### src/hw/rtl/tlvp_pkg.sv
// Shared types and constants for the TLV field stream parser.
package tlvp_pkg;

    // Field widths
    localparam int unsigned ID_W    = 9;
    localparam int unsigned TYPE_W  = 4;
    localparam int unsigned SIZE_W  = 11;
    localparam int unsigned BYTE_W  = 8;
    localparam int unsigned MASK_W  = 16;
    localparam int unsigned TABLE_W = 64;
    localparam int unsigned FIX_W   = 4;   // bits per fixed-size table entry
    localparam int unsigned HI_W    = 3;   // high size bits carried in the header
    localparam int unsigned ODATA_W = ID_W + TYPE_W + SIZE_W + BYTE_W;
    localparam int unsigned OUSER_W = 2;

    // Configuration register indexes
    localparam logic CFG_VAR_MASK    = 1'b0;
    localparam logic CFG_FIXED_TABLE = 1'b1;

    // Parse phase
    typedef enum logic [1:0] {
        PH_HDR0,    // expect first header byte
        PH_HDR1,    // expect second header byte
        PH_SIZE,    // expect low size byte
        PH_DATA     // payload bytes
    } t_phase;

    // One result beat
    typedef struct packed {
        logic [ID_W-1:0]   field_id;
        logic [TYPE_W-1:0] field_type;
        logic [SIZE_W-1:0] field_size;
        logic [BYTE_W-1:0] data_byte;
        logic              byte_valid;
        logic              field_last;
        logic              parse_error;
    } t_result;

endpackage

### src/hw/rtl/tlv_field_stream_parser.sv
// TLV field stream parser: byte stream in, tagged payload bytes out.
//
//  Channel   Dir  tdata                                   tuser                   tlast
//  s_axis    in   [7:0] in_byte                           -                       buffer_end
//  m_axis    out  [8:0] id [12:9] type [23:13] size       [0] byte_valid          field_last
//                 [31:24] data_byte                       [1] parse_error
//  cfg       in   i_cfg_addr 0: type mask, 1: fixed size table (i_cfg_data)
//
//  One input beat per cycle while s_axis_tready is high; a result appears on m_axis the cycle after its beat.
//  The phase update and result forming sit between the input beat and the output register.
//  The input accepts whenever the output register is empty or is being drained.
//  Synchronous active-low reset clears the parse state, output valid and configuration.
//  A buffer end always returns to header parsing, so no error state outlives a buffer.
module tlv_field_stream_parser (
    input  logic                                i_clk,
    input  logic                                i_rst_n,
    // configuration
    input  logic                                i_cfg_we,
    input  logic                                i_cfg_addr,
    input  logic [tlvp_pkg::TABLE_W-1:0]        i_cfg_data,
    // input byte stream
    input  logic                                s_axis_tvalid,
    output logic                                s_axis_tready,
    input  logic [tlvp_pkg::BYTE_W-1:0]         s_axis_tdata,   // [7:0] in_byte
    input  logic                                s_axis_tlast,   // buffer_end
    // result stream
    output logic                                m_axis_tvalid,
    input  logic                                m_axis_tready,
    output logic [tlvp_pkg::ODATA_W-1:0]        m_axis_tdata,   // id, type, size, data_byte
    output logic [tlvp_pkg::OUSER_W-1:0]        m_axis_tuser,   // byte_valid, parse_error
    output logic                                m_axis_tlast    // field_last
);

    // Configuration registers
    logic [tlvp_pkg::MASK_W-1:0]  r_var_mask;
    logic [tlvp_pkg::TABLE_W-1:0] r_fixed_table;

    // Parse state
    tlvp_pkg::t_phase              r_phase, n_phase;
    logic [tlvp_pkg::BYTE_W-1:0]   r_header_high, n_header_high;
    logic [tlvp_pkg::ID_W-1:0]     r_cur_id, n_cur_id;
    logic [tlvp_pkg::TYPE_W-1:0]   r_cur_type, n_cur_type;
    logic [tlvp_pkg::SIZE_W-1:0]   r_cur_size, n_cur_size;
    logic [tlvp_pkg::SIZE_W-1:0]   r_bytes_left, n_bytes_left;

    // Output register
    logic                          r_out_valid;
    tlvp_pkg::t_result             r_out, n_out;
    logic                          n_emit;

    // Decode helpers
    logic                          in_beat;
    logic [2*tlvp_pkg::BYTE_W-1:0] hdr;
    logic [tlvp_pkg::ID_W-1:0]     hdr_id;
    logic [tlvp_pkg::TYPE_W-1:0]   hdr_type;
    logic                          hdr_var;
    logic [tlvp_pkg::SIZE_W-1:0]   hdr_fixed_size;
    logic [tlvp_pkg::SIZE_W-1:0]   size_full;
    logic [tlvp_pkg::SIZE_W-1:0]   left_dec;
    logic                          data_last;

    assign s_axis_tready = !r_out_valid || m_axis_tready;
    assign in_beat       = s_axis_tvalid && s_axis_tready;

    assign hdr            = {r_header_high, s_axis_tdata};
    assign hdr_id         = hdr[15:7];
    assign hdr_type       = hdr[6:3];
    assign hdr_var        = r_var_mask[hdr_type];
    assign hdr_fixed_size = {{(tlvp_pkg::SIZE_W-tlvp_pkg::FIX_W){1'b0}},
                             r_fixed_table[{hdr_type, 2'b00} +: tlvp_pkg::FIX_W]};
    assign size_full      = {r_cur_size[tlvp_pkg::SIZE_W-1 -: tlvp_pkg::HI_W], s_axis_tdata};
    assign left_dec       = r_bytes_left - tlvp_pkg::SIZE_W'(1);
    assign data_last      = (left_dec == '0);

    // Configuration writes
    always_ff @(posedge i_clk) begin
        if (!i_rst_n) begin
            r_var_mask    <= '0;
            r_fixed_table <= '0;
        end else if (i_cfg_we) begin
            unique case (i_cfg_addr)
                tlvp_pkg::CFG_VAR_MASK:    r_var_mask    <= i_cfg_data[tlvp_pkg::MASK_W-1:0];
                tlvp_pkg::CFG_FIXED_TABLE: r_fixed_table <= i_cfg_data;
                default:                   r_var_mask    <= r_var_mask;
            endcase
        end
    end

    // Next phase
    always_comb begin
        n_phase = r_phase;
        if (in_beat) begin
            unique case (r_phase)
                tlvp_pkg::PH_HDR0: n_phase = tlvp_pkg::PH_HDR1;
                tlvp_pkg::PH_HDR1: begin
                    if (hdr_var) begin
                        n_phase = tlvp_pkg::PH_SIZE;
                    end else if (hdr_fixed_size == '0) begin
                        n_phase = tlvp_pkg::PH_HDR0;
                    end else begin
                        n_phase = tlvp_pkg::PH_DATA;
                    end
                end
                tlvp_pkg::PH_SIZE: begin
                    n_phase = (size_full == '0) ? tlvp_pkg::PH_HDR0 : tlvp_pkg::PH_DATA;
                end
                tlvp_pkg::PH_DATA: begin
                    if (data_last) begin
                        n_phase = tlvp_pkg::PH_HDR0;
                    end
                end
                default: n_phase = tlvp_pkg::PH_HDR0;
            endcase
            // every buffer starts afresh
            if (s_axis_tlast) begin
                n_phase = tlvp_pkg::PH_HDR0;
            end
        end
    end

    // Field state and result forming
    always_comb begin
        n_header_high = r_header_high;
        n_cur_id      = r_cur_id;
        n_cur_type    = r_cur_type;
        n_cur_size    = r_cur_size;
        n_bytes_left  = r_bytes_left;
        n_emit        = 1'b0;
        n_out         = '0;
        if (in_beat) begin
            unique case (r_phase)
                tlvp_pkg::PH_HDR0: begin
                    n_header_high = s_axis_tdata;
                    // buffer ends inside the header
                    n_emit            = s_axis_tlast;
                    n_out.parse_error = 1'b1;
                end
                tlvp_pkg::PH_HDR1: begin
                    n_cur_id         = hdr_id;
                    n_cur_type       = hdr_type;
                    n_out.field_id   = hdr_id;
                    n_out.field_type = hdr_type;
                    if (hdr_var) begin
                        n_cur_size = {hdr[2:0], {tlvp_pkg::BYTE_W{1'b0}}};
                        // size byte still missing
                        n_emit            = s_axis_tlast;
                        n_out.parse_error = 1'b1;
                    end else begin
                        n_cur_size   = hdr_fixed_size;
                        n_bytes_left = hdr_fixed_size;
                        if (hdr_fixed_size == '0) begin
                            n_emit           = 1'b1;
                            n_out.field_last = 1'b1;
                        end else begin
                            n_emit            = s_axis_tlast;
                            n_out.field_size  = hdr_fixed_size;
                            n_out.parse_error = 1'b1;
                        end
                    end
                end
                tlvp_pkg::PH_SIZE: begin
                    n_cur_size       = size_full;
                    n_bytes_left     = size_full;
                    n_out.field_id   = r_cur_id;
                    n_out.field_type = r_cur_type;
                    if (size_full == '0) begin
                        n_emit           = 1'b1;
                        n_out.field_last = 1'b1;
                    end else begin
                        n_emit            = s_axis_tlast;
                        n_out.field_size  = size_full;
                        n_out.parse_error = 1'b1;
                    end
                end
                tlvp_pkg::PH_DATA: begin
                    n_bytes_left      = left_dec;
                    n_emit            = 1'b1;
                    n_out.field_id    = r_cur_id;
                    n_out.field_type  = r_cur_type;
                    n_out.field_size  = r_cur_size;
                    n_out.data_byte   = s_axis_tdata;
                    n_out.byte_valid  = 1'b1;
                    n_out.field_last  = data_last;
                    n_out.parse_error = s_axis_tlast && !data_last;
                end
                default: n_emit = 1'b0;
            endcase
        end
    end

    // State and output valid registers
    always_ff @(posedge i_clk) begin
        if (!i_rst_n) begin
            r_phase       <= tlvp_pkg::PH_HDR0;
            r_header_high <= '0;
            r_cur_id      <= '0;
            r_cur_type    <= '0;
            r_cur_size    <= '0;
            r_bytes_left  <= '0;
            r_out_valid   <= 1'b0;
        end else begin
            r_phase       <= n_phase;
            r_header_high <= n_header_high;
            r_cur_id      <= n_cur_id;
            r_cur_type    <= n_cur_type;
            r_cur_size    <= n_cur_size;
            r_bytes_left  <= n_bytes_left;
            if (s_axis_tready) begin
                r_out_valid <= n_emit;
            end
        end
    end

    // Result register, loaded only with a new result
    always_ff @(posedge i_clk) begin
        if (s_axis_tready && n_emit) begin
            r_out <= n_out;
        end
    end

    assign m_axis_tvalid = r_out_valid;
    assign m_axis_tdata  = {r_out.data_byte, r_out.field_size, r_out.field_type, r_out.field_id};
    assign m_axis_tuser  = {r_out.parse_error, r_out.byte_valid};
    assign m_axis_tlast  = r_out.field_last;

endmodule
### config.mk
export PLATFORM = sky130hd
export DESIGN_NAME = tlv_field_stream_parser
export DESIGN_NICKNAME = d
export VERILOG_FILES = /design/src/hw/rtl/tlvp_pkg.sv /design/src/hw/rtl/tlv_field_stream_parser.sv
export SDC_FILE = /design/constraint.sdc
export NUM_CORES = 1
export LEC_CHECK = 0
export BUFFER_PORTS_ARGS = -buffer_cell sky130_fd_sc_hd__buf_2
export CAP_MARGIN = 20
export CORE_UTILIZATION = 40
export DETAILED_ROUTE_END_ITERATION = 6
export PLACE_DENSITY = 0.64
export SYNTH_ARGS = -nofsm -noshare
export SYNTH_HDL_FRONTEND = slang
export SYNTH_SLANG_ARGS = --single-unit
### constraint.sdc
create_clock -name i_clk -period 12 [get_ports i_clk]
set_input_delay 0.6 -clock i_clk [delete_from_list [all_inputs] [get_ports i_clk]]
set_output_delay 0.6 -clock i_clk [all_outputs]
set_load 0.05 [all_outputs]
==> out/results.ini, run 1 <==
[outcome]
status = finished clean

[floorplan]
row_count = 48
dieArea_mm2 = 0.0186
start_util_pct = 41.3
die_height_um = 136
core_area_mm2 = 0.0175
ios = 116
die_w_um = 136

[synthesis]
synth_most_common_cell = nand2_1
synth_edf_count = 35
ys_warn_count = 0
synth_flop_cell = dfxtp_1
synth.net_count = 914
ys_ff_latch = 161
synth_top_cell_area_share_pct = 34.9
ys_seq_area_share_pct = 49.5
synth.top_cells.by_area = dfxtp_1 (35%), edfxtp_1 (15%), nand2_1 (12%)
async_reset_ff_share_pct = 0
synth.distinct_cells = 57
syn-cell-area_mm2 = 0.00722
ys_top_cells_by_count = nand2_1 (228), dfxtp_1 (126), a21oi_1 (114), clkbuf_1 (56), nor2_1 (50)
yosys.area.top_type = dfxtp_1
syn_inst = 827
avgSynthCellArea_um2 = 8.73

[route]
dr.pass1.iters = 5
drt_iter0_drc = 543
wl_per_cell_um = 16.1
ant_nets = 0
drt-total-wl_mm = 18.4
via_per_inst = 5.33
route.detailed.drc = 0
vias = 6077

[timing]
rsz0062_at_grt = no
hold_viol = 0
worstMarginPinSlew_ns = 0.998
fin_skew_ns = 0.00836
min_period_ns = 3.55
fmax_mhz = 282
fin_crit_sh_pct = 29.6
maxSlewHeadroom_pct = 33.5
fin_setup_tns_ns = 0
drv_slew = 0
setup_viol = 0
hold_ws_ns = 0.402

[placement]
port_buffers = 115
dp_hpwl_mm = 12.3
gp_congestion = 0.874
placed_area_mm2 = 0.00787

[setup_path]
endpoint_kind = register
setup.worst_path.class = in2reg
crit_path_top_delay_cell = mux4_1
crit_fanout = 30
crit_path_max_incr_delay_ns = 0.65
critPathLaunchType = input pin
critPathArrivalTime_ns = 3.69
worstPathCellList = buf_2, mux4_1, mux4_2, and2b_1, nand2b_1, a31oi_4, buf_16
critPathRequiredTime_ns = 12.14

[clock_network]
clkSlewWorstSetupHoldPaths_ns = 0.07
cts-resized-gates = 0
clock_sinks = 161
cts_buffer_depth = 2
root_buffer = clkbuf_16
cts_htree_levels = 4
post_cts_buffers = 0
cts_tree = built
numCtsBuffers = 17
clkLatencyLatePin_ns = 0.44
hold_buffers = 0

[global_routing]
antenna_found_initial = 1
grt_pass1_wl_mm = 29.3
grt_max_degree = 65
grt_pass1_vias = 5556
grt_overflow = 0
grt_usage_pct = 20.6

[power]
total_leakage_power_nw = 3.22
power.density_mw_per_mm2 = 149
p_total_mw = 1.27
peakVddDrop_v = 0.000103

[finish]
drive_gt1_share_pct = 19.9
design_area_mm2 = 0.00849
seqCellArea_mm2 = 0.00357
area_growth_pct = 17.5
multi_input_area_mm2 = 0.00336
antenna_cells = 0
nFillCells = 1670
fin_nets = 989

[flow_run]
maxCapViolCount = 0

[worst_hold_path]
hold_path.class = in2reg

-- worst max-delay path, delay by kind of cell --
kind	cells	cell delay, ns
muxes	2	1.26
buffers and inverters	2	0.84
and+or+nand+nor	2	0.51
AOI/OAI and AO/OA	1	0.45
-- metal layers --
| layer | up-vias | share of wire (%) | GRT usage, % |
|---|---|---|---|
| met3 | 27 | 6.6 | 4.92 |
| met1 | 2786 | 47 | 28.7 |
| li1 | 3031 | - | - |
| met5 | - | 0.071 | 0 |
| met2 | 231 | 45 | 31.3 |
| met4 | 2 | 1.3 | 6.30 |
-- cells by family (layout without fill, tap and decap cells) --
family,count (synthesis),after routing,share of synthesized area (%)
muxes,28,28,6.46
DFF,161,161,49.5
adders and majority gates,8,8,1.39
buffers and inverters,75,163,4.23
AOI/OAI and AO/OA,203,203,17.6
and+or+nand+nor,347,347,20.3
xor gates and xnor gates,5,5,0.607
-- area by class of cell --
type                            count  share of cell area, %
Clock inverter                     15                   1.67
Sequential cell                   161                   42.1
Multi-Input combinational cell    591                   39.6
Tap cell                          225                   3.32
Timing Repair Buffer              121                   7.84
Clock buffer                       17                   5.01
Inverter                           10                  0.457
-- path summary, 6_finish.rpt --
path | from | to | slack (ns) | cells after the start
hold / removal | i_cfg_data[23] | r_fixed_table[23]$_SDFFE_PN0P_ | 0.40 | 3
hold reg to reg | r_fixed_table[3]$_SDFFE_PN0P_ | r_fixed_table[3]$_SDFFE_PN0P_ | 0.45 | 2
setup / recovery | s_axis_tdata[3] | m_axis_tuser[1]$_SDFFCE_PN0P_ | 8.45 | 7
setup reg to reg | r_phase[0]$_SDFFE_PN0P_ | r_bytes_left[0]$_SDFFE_PN0P_ | 8.69 | 8
-- metrics by stage --
step / setup WS (ns) / utilization, % / cells
after floorplan: 7.61 / - / 827
after global placement: 7.85 / 44.9 / 1104
after detailed placement: 7.68 / 45.0 / 1105
after CTS: 8.14 / 48.2 / 1137
after global routing: 8.30 / 48.6 / 1140
final: 8.45 / 48.6 / 1140
-- state kept, by name, indices dropped and copies added (netlist names) --
register       flops
r_bytes_left      11
r_cur_id           9
r_phase            2
r_cur_type         4
r_header_high      8
m_axis_tvalid      1
m_axis_tuser       2
m_axis_tlast       1
r_var_mask        16
r_cur_size        11
r_fixed_table     64
m_axis_tdata      32
-- cell usage in the layout (no fill, tap or decap), types with 4 or more instances in the layout --
master and n:
and3_1 16, mux4_1 4, buf_2 115, nor3_1 6
clkbuf_16 17, mux4_2 9, nand3_1 13, edfxtp_1 35
a22oi_1 28, ha_1 8, a211oi_1 4, nand2_1 227
a221oi_1 4, clkinvlp_4 4, nor2b_1 8, mux2_2 7
nand2b_1 7, o31ai_1 4, o21ai_0 15, inv_6 6
inv_1 8, mux2i_1 8, nor2_1 50, a21oi_1 114
a211oi_2 4, dfxtp_1 126
-- power by group --
| group | leakage [nW] | switching (mW) | internal (mW) |
|---|---|---|---|
| sequential | 1.36 | 0.0135 | 0.577 |
| combinational | 1.59 | 0.101 | 0.0514 |
| clock | 0.266 | 0.250 | 0.274 |
Note: power is estimated with default switching activity, not from simulation.
==> run 2: changes to the inputs <==
clock period = 3.36 ns   (was 12 ns; I/O delays follow)
==> run 2 against run 1 <==
Against the previous run: first-iteration DRC count increased by 1.1%; die area unchanged; routed wire length increased by 1.3%; worst hold slack got worse by 0.39 ns; sequential power increased to 3.6 times the previous value; global-route usage increased by 0.28 points; final area increased by 6.2%; combinational power increased to 3.9 times the previous value; clock power increased to 3.4 times the previous value; critical endpoint is now m_axis_tdata[9]$_SDFFCE_PN0P_; largest cell class unchanged.
==> out/results.ini, run 2 (same netlist as run 1, synthesis figures left out) <==
[route]
vias = 6375  ; +4.9%
drt_iter0_drc = 549  ; +1.1%
wl_per_cell_um = 15.5  ; -3.7%
ant_nets = 0  ; unchanged
drt-total-wl_mm = 18.6  ; +1.3%
via_per_inst = 5.32  ; -0.26%
route.detailed.drc = 0  ; unchanged
dr.pass1.iters = 4  ; -1

[setup_path]
setup.worst_path.class = reg2reg
worstPathCellList = mux4_1, mux4_2, and2b_1, nand2b_1, a31oi_4, buf_12
r2r-end = m_axis_tdata[9]$_SDFFCE_PN0P_
reg2reg_from = r_var_mask[5]$_SDFFE_PN0P_
crit_family = multiplexers
critPathRequiredTime_ns = 3.48  ; -8.66 ns
ff2ff_setup_slack_ns = 0.67  ; -8.02 ns
r2r_cells = 6  ; -2
crit_path_top_delay_cell = mux4_2
critPathLaunchType = register
critPathLaunch = r_var_mask[5]$_SDFFE_PN0P_
crit_fanout = 35  ; +17%
critPathArrivalTime_ns = 2.81  ; -0.88 ns
crit_path_max_incr_delay_ns = 0.59  ; -0.06 ns
endpoint_kind = register
critPathBufInv = 1  ; -1

[floorplan]
start_util_pct = 41.3  ; unchanged
dieArea_mm2 = 0.0186  ; unchanged
core_area_mm2 = 0.0175  ; unchanged
die_w_um = 136  ; unchanged
row_count = 48  ; unchanged
die_height_um = 136  ; unchanged
ios = 116  ; unchanged

[clock_network]
clkSlewWorstSetupHoldPaths_ns = 0.06  ; about the same
cts_htree_levels = 4  ; unchanged
post_cts_buffers = 0  ; unchanged
cts_buffer_depth = 2  ; unchanged
numCtsBuffers = 17  ; unchanged
cts_tree = built
clkLatencyLatePin_ns = 0.42  ; -0.02 ns
clock_sinks = 161  ; unchanged
root_buffer = clkbuf_16

[timing]
fin_setup_tns_ns = 0  ; unchanged
drv_slew = 0  ; unchanged
hold_ws_ns = 0.00857  ; -0.394 ns
fin_skew_ns = 0.00615  ; -0.00220 ns
maxSlewHeadroom_pct = 31.0  ; -2.4 points
worstMarginPinSlew_ns = 1.03  ; +0.0362 ns
fin_ws_ns = 0.668  ; -7.79 ns
hold_viol = 0  ; unchanged
fin_crit_sh_pct = 80.1
setup_viol = 0  ; unchanged
rsz0062_at_grt = no
min_period_ns = 2.69
fmax_mhz = 371

[global_routing]
grt-busiest-layer = met2
grtUsageMet3_pct = 4.14  ; -0.78 points
grt_overflow = 0  ; unchanged
grt_usage_pct = 20.8  ; +0.28 points
grt_pass1_vias = 5897  ; +6.1%
met2_usage_pct = 33.6  ; +2.4 points
grt_max_degree = 65  ; unchanged
grt_pass1_wl_mm = 30.0  ; +2.6%
antenna_found_initial = 1  ; unchanged
met1_usage_pct = 27.8  ; -0.91 points

[finish]
final_common_cell = nand2_1
nFillCells = 1653  ; -1.0%
antenna_cells = 0  ; unchanged
largest_register_ffs = 64  ; unchanged
largest_register = r_fixed_table
drive_gt1_share_pct = 19.9  ; +0.027 points
final_cell_mix = nand2_1 (227), dfxtp_1 (126), buf_2 (115)
seqCellArea_mm2 = 0.00357  ; unchanged
area_growth_pct = 24.8
fin_util_pct = 51.6  ; +3.0 points
fin_nets = 1048  ; +6.0%
finalNonFillerCells = 1199  ; +5.2%
multi_input_area_mm2 = 0.00336  ; unchanged

[placement]
dp_slack_ns = 0.321  ; -7.35 ns
gp_congestion = 0.862  ; -1.4%
dp_hpwl_mm = 12.5  ; +1.8%
dp.cells = 1119  ; +1.3%
port_buffers = 115  ; unchanged

[power]
power.density_mw_per_mm2 = 499  ; +230%
total_leakage_power_nw = 3.48  ; +8.0%
peakVddDrop_v = 0.000355  ; +240%

[worst_hold_path]
whs_path_depth = 3  ; unchanged
hold_start = i_cfg_data[10]
hold_path.class = in2reg
worstHoldEndpoint = r_var_mask[10]$_SDFFE_PN0P_

[flow_run]
maxCapViolCount = 0  ; unchanged

[outcome]
status = finished clean

[run 2: cell count changes in the layout (fill, tap and decap cells not counted)]
cell and change:
buf_4 +14, buf_16 -1, inv_8 -2, dlygate4sd3_1 +46
clkinv_2 +2, clkinv_4 +4, clkinv_1 +1, clkinvlp_4 -4
inv_6 -1
[run 2: final cells by class]
cell class                 count  area share (%)
tap                          225            3.12
clock inverter                15            1.43
multi-input combinational    591            37.3
sequential                   161            39.7
inverter                      10           0.430
timing repair buffer         180            13.4
clock buffer                  17            4.72
[run 2: where the power goes]
group	internal (mW)	switching [mW]
clock network	0.967	0.832
registers	2.06	0.0495
logic	0.224	0.366
[run 2: repair_timing]
item / in CTS / in global routing
hold buffers: 46 / 0
resized for setup: 0 / 0
endpoints found under the hold margin: 52 / 0
[run 2: layer usage]
metal	up-vias	wire length (um)	part of all wire [%]
met4	2	265	1.4
li1	3151	-	-
met2	187	8770	47
met5	-	8	0.043
met3	22	964	5.2
met1	3013	8600	46
[run 2: worst min-delay path: stages]
cell and delay [ns]:
buf_2 0.11, nand2_1 0.05, a21oi_1 0.05
[run 2: how the worst max path moves through the flow]
stage          cells past startpoint                             to
6_report                           6  m_axis_tdata[9]$_SDFFCE_PN0P_
5_1_grt                            6  m_axis_tdata[9]$_SDFFCE_PN0P_
4_1_cts                            6  m_axis_tdata[9]$_SDFFCE_PN0P_
3_5_place_dp                       7  m_axis_tdata[6]$_SDFFCE_PN0P_
3_3_place_gp                       7  m_axis_tdata[4]$_SDFFCE_PN0P_
2_1_floorplan                      6  m_axis_tdata[0]$_SDFFCE_PN0P_
[run 2: metrics by stage]
stage	area [um2]	power [mW]
final	9010	4.50
after CTS	8980	4.53
after global routing	9010	4.69
after detailed placement	7970	2.70
after floorplan	7230	2.52
after global placement	7970	2.69
